$ cat config.mk
export PLATFORM = sky130hd
export DESIGN_NAME = kmsc_ram
export DESIGN_NICKNAME = d
export VERILOG_FILES = /design/src/rtl/kmsc_ram.sv
export SDC_FILE = /design/constraint.sdc
export NUM_CORES = 1
export LEC_CHECK = 0
export BUFFER_PORTS_ARGS = -buffer_cell sky130_fd_sc_hd__buf_2
export CAP_MARGIN = 20
export CORE_UTILIZATION = 50
export DETAILED_ROUTE_END_ITERATION = 8
export GPL_TIMING_DRIVEN = 0
export PLACE_DENSITY = 0.74
export SLEW_MARGIN = 20
export SYNTH_ARGS = -nofsm -noshare
export SYNTH_HDL_FRONTEND = slang
export SYNTH_SLANG_ARGS = --single-unit
$ cat constraint.sdc
create_clock -name i_clk -period 3.5 [get_ports i_clk]
set_input_delay 0.35 -clock i_clk [delete_from_list [all_inputs] [get_ports i_clk]]
set_output_delay 0.35 -clock i_clk [all_outputs]
set_load 0.02 [all_outputs]
$ cat src/rtl/kmsc_ram.sv
// ----------------------------------------------------------------------------
// kmsc_ram
// Simple dual-port synchronous RAM, one write and one registered read port.
// ----------------------------------------------------------------------------
`default_nettype none

module kmsc_ram #(
    parameter int W  = 8,
    parameter int D  = 16,
    parameter int AW = 4
) (
    input  wire logic          i_clk,
    input  wire logic          i_we,
    input  wire logic [AW-1:0] i_waddr,
    input  wire logic [W-1:0]  i_wdata,
    input  wire logic          i_re,
    input  wire logic [AW-1:0] i_raddr,
    output logic [W-1:0]       o_rdata
);

    logic [W-1:0] r_mem [D];

    always_ff @(posedge i_clk) begin
        if (i_we) begin
            r_mem[i_waddr] <= i_wdata;
        end
    end

    always_ff @(posedge i_clk) begin
        if (i_re) begin
            o_rdata <= r_mem[i_raddr];
        end
    end

endmodule

`default_nettype wire

# == Word level (Yosys, flattened, before mapping) ==
# Memories as Yosys holds them, arrays and structs flattened. A register that Yosys moved wholly into a read port is not among the register bits.
# Index checks and enable logic that the tools add are counted.
# word_totals
register_bits,0
mem_bits_rw,128
inputBits,19
out_inout_bits,8
elab_cells,3
memories,1
# classes
n_mux,2
# memory_table
memory,words,word_bits,read_ports,rd_clocked_by_memory_dff,write_ports,line,text
r_mem,16,8,1,1,1,21,logic [W-1:0] r_mem [D];
# op_table
op,count
$mux W1,2

# == Logic depth before layout (Yosys ltp) ==
# Gate-level depths: netlist of the first run.
# logic_depth
ltp_word,2
mapped_depth,5
mapped_depth_nobuf,3

# == Least setup slack after synthesis of the first run ==
# OpenSTA, ideal clock, no wires.
# synth_timing
kind,input to register
start,in i_waddr[2]
end,mem r_mem[0][0] (enable)
setup_ns,0.383
arrival_time_ns,1.460
required_time_ns,3.117
setup_slack_ns,1.657
cell_stages,2
path_buffers,0
cell_sequence,or3b_2 -> nor3_1
# synth_lines
element,line,text
"start, declared",14,"input wire logic [AW-1:0] i_waddr,"
"end, declared",21,
# No word-level cell before the write port.

==> results by group, run 1 <==
Run status
  • Run status: completed

Worst setup path
  • Crit. End Element: flip-flop
  • Worst Path Required: 3760 ps
  • Slowest-stage cell, CP: mux4_1
  • Crit Path Category: reg -> reg
  • Buf/Inv on CP: 0
  • Peak fanout along the critical path: 1
  • Critical path's largest stage delay: 560 ps
  • Reg2reg start: r_mem[5][0]$_DFFE_PP_
  • Crit path launch type: flip-flop
  • CP Launch Point: r_mem[5][0]$_DFFE_PP_
  • Worst path cell trace: mux4_1 > a22oi_1 > nand2_1
  • Kind of cell adding the most delay to the critical path: multiplexers
  • Crit path DAT: 1830 ps

Timing
  • Max Clk Rate: 0.637 GHz
  • Fin crit share: 44.9%
  • Crit path time final: 1570 ps
  • Final TNS setup: 0 ps
  • Slew HR: 45.5%
  • Final hold vios: 0
  • Slew Limit Fails: 0
  • Final Setup Violations: 0
  • Clock skew: 5.55 ps
  • Slew @ Worst Pin: 815 ps
  • Final worst setup slack: 1930 ps
  • RSZ-0062 raised after global routing: false

Detailed routing
  • Antenna-violating nets left: 0
  • Via count: 2440
  • WL final: 9950 µm
  • Drt first-iter violations: 226
  • Drt first pass iters: 4
  • Vias per cell: 5.82
  • Post-DR wirelength/cell: 23.7 µm
  • DRC viols: 0

Final layout
  • Nets: 292
  • Fin util: 61.6%
  • Share of layout cells above drive strength 1: 31.1%
  • Area grow syn2layout: 17.3%
  • Final Cell Area: 6130 µm²
  • Layout fillers: 671
  • ANT cells: 0

Logic synthesis
  • Cell Area, Synth: 5230 µm²
  • Seq/Total Area, Yosys: 78.1%
  • Post-synthesis mux area share: 14.8%
  • Post-synthesis simple-gate area fraction: 3.14%
  • Area contributors post-synth: edfxtp_1 (78%), mux4_2 (7.8%), mux4_1 (7.0%)
  • Seq cells post-synth: 136
  • Synth Instances: 229
  • Yosys cell types: 18
  • Compound-Gate Fraction of Synth Area: 2.30%
  • Mapped Avg Cell Area: 22.8 µm²
  • Yosys warnings: 0
  • Largest family of logic cells by synthesized area: multiplexers
  • Post-Synth Adder-Cell Area: 0%
  • Area leader, netlist: edfxtp_1
  • Top cell type's share of synthesized area: 78.1%
  • Post-Synth XOR/XNOR Area: 0%
  • Syn Nets: 248

Place
  • Setup Slack @ Placement: 1430 ps
  • PortBufs: 25
  • Post-DP HPWL: 6060 µm
  • Placed Area: 5540 µm²
  • Placer congestion estimate: 0.724

Run
  • Maxcap violations: 0

Clocking
  • Postcts setup bufs: 0
  • TritonCTS buffer count: 17
  • H-Tree Depth: 4
  • Later-pin clock latency in the skew report: 520 ps
  • Post-cts gate resize count: 0
  • Clock root buffer: clkbuf_8
  • Cts hold-fix bufs: 0
  • CTS Buffer Depth: 2
  • TritonCTS clock tree: yes
  • Number of clock sinks: 136
  • Worst-path clk slew: 60 ps

Floorplan
  • Die area: 10900 µm²
  • FP Rows: 36
  • Chip height: 104 µm
  • Initial Utilization: 52.5%
  • Core area: 9950 µm²
  • Die W: 104 µm
  • IO Pins: 27

Global route
  • First-pass GRT wire length: 14900 µm
  • Initial antenna violation count: 0
  • Largest net degree at the start of global routing: 17
  • GRT Resource Usage Total: 20.1%
  • GR Overflow Total: 0
  • Vias in the first global route: 2477

Power
  • VDD IR max: 0.000395 V
  • Pleak: 0.00203 µW
  • Total power: 3780 µW
  • PwrDens: 617 nW/µm²

Worst hold path
  • Hold_sp: i_re
  • Hold Path Class: in -> reg
## worst paths after layout
path                          end  slack, ps  depth (start not counted)
min          o_rdata[5]$_DFFE_PP_        170                          1
min reg2reg  o_rdata[4]$_DFFE_PP_        760                          3
max          o_rdata[0]$_DFFE_PP_       1930                          3
max reg2reg  o_rdata[0]$_DFFE_PP_       1930                          3
## stage by stage
step                hold WS [ps]  instances
floorplan                    449        229
global placement             688        387
global route                 169        419
detailed placement           692        387
finish                       166        419
CTS                          157        419
## worst reg2reg max path, delay by kind of cell (launching register included)
kind	cells	cell delay, ps
muxes	1	560
DFF	1	360
AOI/OAI and AO/OA	1	270
and+or+nand+nor	1	110
## cells in the final DEF, fill, tap and decap left out, types with 3 or more instances in the layout
cell type	instances
bufinv_16	3
edfxtp_1	136
mux4_2	18
a22oi_1	16
clkdlybuf4s25_2	3
clkinvlp_4	6
clkbuf_16	16
nor3_2	4
buf_2	28
clkinv_4	3
mux4_1	14
nor2_1	13
nand2_1	9
buf_6	3
## layer usage
metal | vias to the layer above | GRT usage (%) | part of all wire (%)
met4 | 0 | 7.35 | 2.3
met3 | 18 | 5.76 | 5.1
met5 | - | 0 | 0
li1 | 1076 | - | -
met2 | 89 | 31.2 | 48
met1 | 1257 | 27.4 | 44
## power by group
part	switching, µW	internal, µW	total (µW)
Combinational	111	70.9	182
Sequential	8.10	1840	1840
Clock	674	1080	1760
Total	793	2990	3780
## cell type report
cell class | instances | area (µm²) | share of cell area, %
clock buffers | 17 | 414 | 6.75
well taps | 133 | 166 | 2.71
clock inverters | 15 | 179 | 2.92
multi-input cells | 83 | 1080 | 17.6
repair buffers | 25 | 125 | 2.04
plain buffers | 10 | 86.3 | 1.41
flip-flops and latches | 136 | 4080 | 66.6
## cell usage after synthesis (all sizes together)
master,instances
nand3b,2
clkdlybuf4s25,3
and2b,1
mux4,32
nand2,9
nor2,13
nand2b,2
and2,1
edfxtp,136
nand3,1
nor3,4
buf,7
nor2b,1
a22oi,16
or3b,1
## state kept, by name, summed over array words and instances (netlist names)
register  flops
r_mem       128
o_rdata       8
## logic make-up (layout without fill, tap and decap cells)
family          after synthesis  count (layout)
flops                       136             136
simple gates                 35              35
mux                          32              32
compound gates               16              16
buf+inv                      10              67
Power figures use the tool's default switching activity.
==> run 2: changes to the inputs <==
Settings changed: PLACE_DENSITY 0.74 to 0.77.
Clock period 3.5 ns to 1.4 ns, I/O delays scaled along.
==> run 2 against run 1 <==
Effect of this change: combinational power rose to 2.7 times the previous value; sequential share of layout area shrank 0.58 points; the flow now finishes with violations (negative setup slack); clock power rose to 2.5 times the previous value.
==> results by group, run 2 (synthesis results as in run 1) <==
Run status
  • Run status: finished, violations left
  • Failing checks: negative setup slack

Worst hold path
  • Hold_sp: i_wdata[5]
  • Hold path depth: 1
  • Hold Path Class: in -> reg

Final layout
  • Largest Register: r_mem
  • Final Cell Area: 6190 µm²
  • Fin util: 62.1%
  • Nets: 294
  • Multi-input gate area: 1100 µm²
  • Layout fillers: 672
  • Most frequent cells in the layout: edfxtp_1 (136), mux4_2 (29), buf_2 (28), clkbuf_16 (16)
  • Area grow syn2layout: 18.3%
  • ANT cells: 0
  • Largest regs: r_mem (128), o_rdata (8)
  • Commonest non-fill, non-tap cell in the layout: edfxtp_1
  • Share of layout cells above drive strength 1: 38.2%
  • Max reg flops: 128
  • Final non-filler cell total: 421
  • Storage element area: 4080 µm²

Timing
  • Slew HR: 40.5%
  • Final worst setup slack: -82.2 ps
  • Crit path time final: 1480 ps
  • RSZ-0062 raised after global routing: true
  • Max Clk Rate: 0.675 GHz
  • Slew @ Worst Pin: 889 ps
  • Slew Limit Fails: 0
  • Fin crit share: 106%
  • Final Setup Violations: 5
  • Clock skew: 5.20 ps
  • Final hold vios: 0

Global route
  • Largest net degree at the start of global routing: 17
  • GR Overflow Total: 0
  • Initial antenna violation count: 0
  • GRT Resource Usage Total: 20.8%
  • First-pass GRT wire length: 15400 µm
  • Vias in the first global route: 2615

Power
  • Pleak: 0.00201 µW
  • Clock power frac: 46.7%
  • Total power: 9570 µW
  • Internal power: 7640 µW
  • Sw Ratio: 20.1%
  • Combinational Power Share: 5.1%
  • VDD IR max: 0.00121 V
  • Net Sw Power: 1930 µW
  • PwrDens: 1550 nW/µm²
  • Reg power frac: 48.2%

Worst setup path
  • Worst Path Required: 1660 ps
  • Crit. End Element: flip-flop
  • Peak fanout along the critical path: 1
  • Crit Path Category: reg -> reg
  • Crit path launch type: flip-flop
  • CP Launch Point: r_mem[1][4]$_DFFE_PP_
  • R2R depth: 3
  • Crit path DAT: 1740 ps
  • Reg2reg start: r_mem[1][4]$_DFFE_PP_

Place
  • PortBufs: 25
  • Setup Slack @ Placement: -455 ps
  • Placed Area: 5540 µm²
  • Placer congestion estimate: 0.742
  • Post-DP HPWL: 6230 µm
  • Placed instance count: 387

Clocking
  • TritonCTS clock tree: yes
  • Clock root buffer: clkbuf_8
  • Number of clock sinks: 136
  • Worst-path clk slew: 60 ps
  • TritonCTS buffer count: 17
  • Later-pin clock latency in the skew report: 520 ps
  • H-Tree Depth: 4
  • CTS Buffer Depth: 2
  • Postcts setup bufs: 0

Detailed routing
  • WL final: 10200 µm
  • Antenna-violating nets left: 0
  • Post-DR wirelength/cell: 24.3 µm
  • Via count: 2494
  • Drt first-iter violations: 244
  • DRC viols: 0
  • Drt first pass iters: 4
  • Vias per cell: 5.92

Floorplan
  • Core area: 9950 µm²
  • Die W: 104 µm
  • Chip height: 104 µm
  • IO Pins: 27
  • Initial Utilization: 52.5%
  • Die area: 10900 µm²
  • FP Rows: 36

Run
  • Maxcap violations: 0
run 2: changes by cell type in the layout (fill, tap and decap cells not counted), sizes merged:
cell and delta:
dlygate4sd3 +2, clkinv +2, clkinvlp -2, inv -1, bufinv +1
run 2: power groups by stage:
stage	combinational [µW]	clock, µW	sequential [µW]
floorplan	235	0	4720
global placement	436	0	4690
detailed placement	455	0	4700
CTS	483	4530	4610
global route	524	4680	4620
finish	492	4470	4610
run 2: layer usage:
metal | global-route usage, % | vias to the layer above | part of all wire, %
met4 | 10.6 | 0 | 2.0
met2 | 31.4 | 146 | 48
met1 | 27.3 | 1265 | 39
met3 | 6.77 | 15 | 11
li1 | - | 1068 | -
met5 | 0 | - | 0
run 2: path summary, 6_finish.rpt:
path / end / slack (ps)
worst max-delay path: o_rdata[4]$_DFFE_PP_ / -80
worst min register to register: o_rdata[3]$_DFFE_PP_ / 770
worst min-delay path: r_mem[12][5]$_DFFE_PP_ / 30
worst max register to register: o_rdata[4]$_DFFE_PP_ / -80
run 2: critical path, cell delays in order, from the launching register on:
cell and delay [ps]:
edfxtp_1 420, mux4_2 490, a22oi_2 220, nand2_1 100
run 2: cell type report:
class | count | share of cell area [%]
buffer | 10 | 1.52
clock buffer | 17 | 6.69
clock inverter | 15 | 2.97
multi-input combinational | 83 | 17.8
sequential | 136 | 66.0
tap | 133 | 2.69
timing repair buffer | 27 | 2.35
run 2: through the flow:
stage	TNS (ps)	hold WS, ps
final	-184	28.9
after global routing	-425	9.48
after CTS	-231	3.40
after detailed placement	-28500	486
after global placement	-29170	476
after floorplan	-236	239
run 2: repair_timing:
action,CTS,global route
hold buffers,2,0
pin swaps,10,4
gates resized for setup,15,9
cloned,0,0
endpoints found under the setup margin,8,16
endpoints found under the hold margin,15,0
==> run 3: changes to the inputs <==
Settings changed: CAP_MARGIN 20 to default, PLACE_DENSITY 0.77 to 0.74, REMOVE_ABC_BUFFERS from default to 1.
Clock period 1.4 ns to 1.85 ns, I/O delays scaled along.
==> run 3 against run 2 <==
Effect of this change: first-iteration DRC count shrank 43%; critical path depth unchanged; core utilization shrank 1.7 points; non-clock buffer count is 9 lower; the run now ends clean; total power shrank 29%; via count shrank 3.1%; fmax down 5.2%; worst hold slack gained 23 ps; clock skew increased by 4.0 ps; final cell count down 2.1%; final area decreased by 2.8%; critical path type unchanged; setup slack improved by 370 ps.
==> results by group, run 3 (synthesis results as in run 1) <==
Clocking
  • Worst-path clk slew: 60 ps
  • TritonCTS buffer count: 17
  • H-Tree Depth: 4
  • CTS Buffer Depth: 2
  • Postcts setup bufs: 0
  • Clock root buffer: clkbuf_8
  • TritonCTS clock tree: yes
  • Number of clock sinks: 136
  • Later-pin clock latency in the skew report: 520 ps

Floorplan
  • IO Pins: 27
  • Die W: 104 µm
  • Die area: 10900 µm²
  • Core area: 9950 µm²
  • Chip height: 104 µm
  • Initial Utilization: 52.5%
  • FP Rows: 36

Final layout
  • Area grow syn2layout: 15.1%
  • Nets: 285
  • Max reg flops: 128
  • Layout fillers: 707
  • ANT cells: 0
  • Largest Register: r_mem
  • Fin util: 60.4%
  • Largest regs: r_mem (128), o_rdata (8)
  • Commonest non-fill, non-tap cell in the layout: edfxtp_1
  • Most frequent cells in the layout: edfxtp_1 (136), buf_2 (25), mux4_2 (18), a22oi_1 (16), clkbuf_16 (16)
  • Share of layout cells above drive strength 1: 29.0%

Power
  • VDD IR max: 0.000707 V
  • Clock power frac: 43.7%
  • Reg power frac: 51.6%
  • Pleak: 0.00197 µW
  • Internal power: 5260 µW
  • PwrDens: 1120 nW/µm²
  • Sw Ratio: 22.2%
  • Combinational Power Share: 4.7%
  • Net Sw Power: 1500 µW

Global route
  • GR Overflow Total: 0
  • First-pass GRT wire length: 14300 µm
  • GRT Resource Usage Total: 18.8%
  • Largest net degree at the start of global routing: 33
  • Initial antenna violation count: 0
  • Vias in the first global route: 2464

Detailed routing
  • Antenna-violating nets left: 0
  • Met2 WL: 4680 µm
  • Post-DR wirelength/cell: 22.7 µm
  • Vias per cell: 5.86
  • Drt first pass iters: 4
  • Top sig layer: met4
  • Drt first-iter violations: 139
  • Via count: 2416
  • Met1 WL: 4020 µm
  • WL final: 9350 µm
  • Routed length on met3: 605 µm
  • DRC viols: 0

Worst setup path
  • Crit path DAT: 1800 ps
  • Crit path launch type: flip-flop
  • Reg2reg start: r_mem[1][2]$_DFFE_PP_
  • Crit Path Category: reg -> reg
  • Crit. End Element: flip-flop
  • Worst Path Required: 2090 ps
  • Peak fanout along the critical path: 1
  • CP Launch Point: r_mem[1][2]$_DFFE_PP_
  • Worst reg2reg setup slack: 290 ps

Timing
  • Max Clk Rate: 0.639 GHz
  • Crit path time final: 1560 ps
  • Slew HR: 37.3%
  • Clock skew: 9.17 ps
  • Slew @ Worst Pin: 937 ps
  • Final TNS setup: 0 ps
  • Slew Limit Fails: 0
  • RSZ-0062 raised after global routing: false
  • Final Setup Violations: 0
  • Final hold vios: 0
  • Fin crit share: 84.5%

Run
  • Maxcap violations: 0

Place
  • Post-DP HPWL: 5630 µm
  • PortBufs: 26
  • Placer congestion estimate: 0.665

Worst hold path
  • Hold Path Class: in -> reg
  • Hold_sp: i_wdata[1]

Run status
  • Run status: completed
run 3: cell count changes in the layout (fill, tap and decap cells not counted), moves of 2 or more:
cell             delta
mux4_2             -11
clkdlybuf4s25_2     -3
clkinv_2            -2
buf_2               -3
mux4_1             +11
clkinv_4            +6
inv_6               +2
buf_8               -2
clkinv_1            -3
bufinv_16           -4
a22oi_1            +12
a22oi_2            -12
run 3: what timing repair did:
| item | 4_1_cts | 5_1_grt |
|---|---|---|
| hold endpoints to repair | 8 | 0 |
| resized for setup | 1 | 0 |
| hold buffers | 1 | 0 |
| endpoints found under the setup margin | 4 | 0 |
run 3: layout make-up:
| cell class | instances | area, µm² | area share [%] |
|---|---|---|---|
| Sequential cell | 136 | 4080 | 67.9 |
| Clock inverter | 15 | 124 | 2.06 |
| Clock buffer | 17 | 414 | 6.88 |
| Tap cell | 133 | 166 | 2.77 |
| Timing Repair Buffer | 28 | 150 | 2.50 |
| Multi-Input combinational cell | 83 | 1080 | 17.9 |
run 3: layer usage:
metal | vias up | global-route usage (%)
met4 | 0 | 6.53
met1 | 1274 | 25.5
met3 | 4 | 5.95
met2 | 82 | 29.0
met5 | - | 0
li1 | 1056 | -
run 3: path summary, 6_finish.rpt:
path	to	cells past startpoint
setup / recovery	o_rdata[2]$_DFFE_PP_	3
hold / removal	r_mem[0][1]$_DFFE_PP_	1
setup reg to reg	o_rdata[2]$_DFFE_PP_	3
hold reg to reg	o_rdata[6]$_DFFE_PP_	3
run 3: worst max-delay path, cell delays in order, from the launching register on:
cell and delay, ps:
edfxtp_1 360, mux4_1 530, a22oi_1 250, nand2_1 150
run 3: power by group through the flow:
stage | Combinational, µW | Clock, µW | Sequential (µW)
after floorplan | 138 | 0 | 3570
after global placement | 307 | 0 | 3550
after detailed placement | 318 | 0 | 3550
after CTS | 323 | 3010 | 3490
after global routing | 341 | 3130 | 3490
final | 317 | 2960 | 3490
run 3: metrics by stage:
step	std cells	instance area [µm²]	worst slack (ps)	hold WS [ps]	power [µW]
2_1_floorplan	219	5140	172	284	3710
5_1_grt	412	6020	240	35.6	6960
3_3_place_gp	378	5440	-556	519	3850
4_1_cts	412	6020	293	26.3	6820
3_5_place_dp	379	5470	-571	528	3870
6_report	412	6020	286	52.0	6760
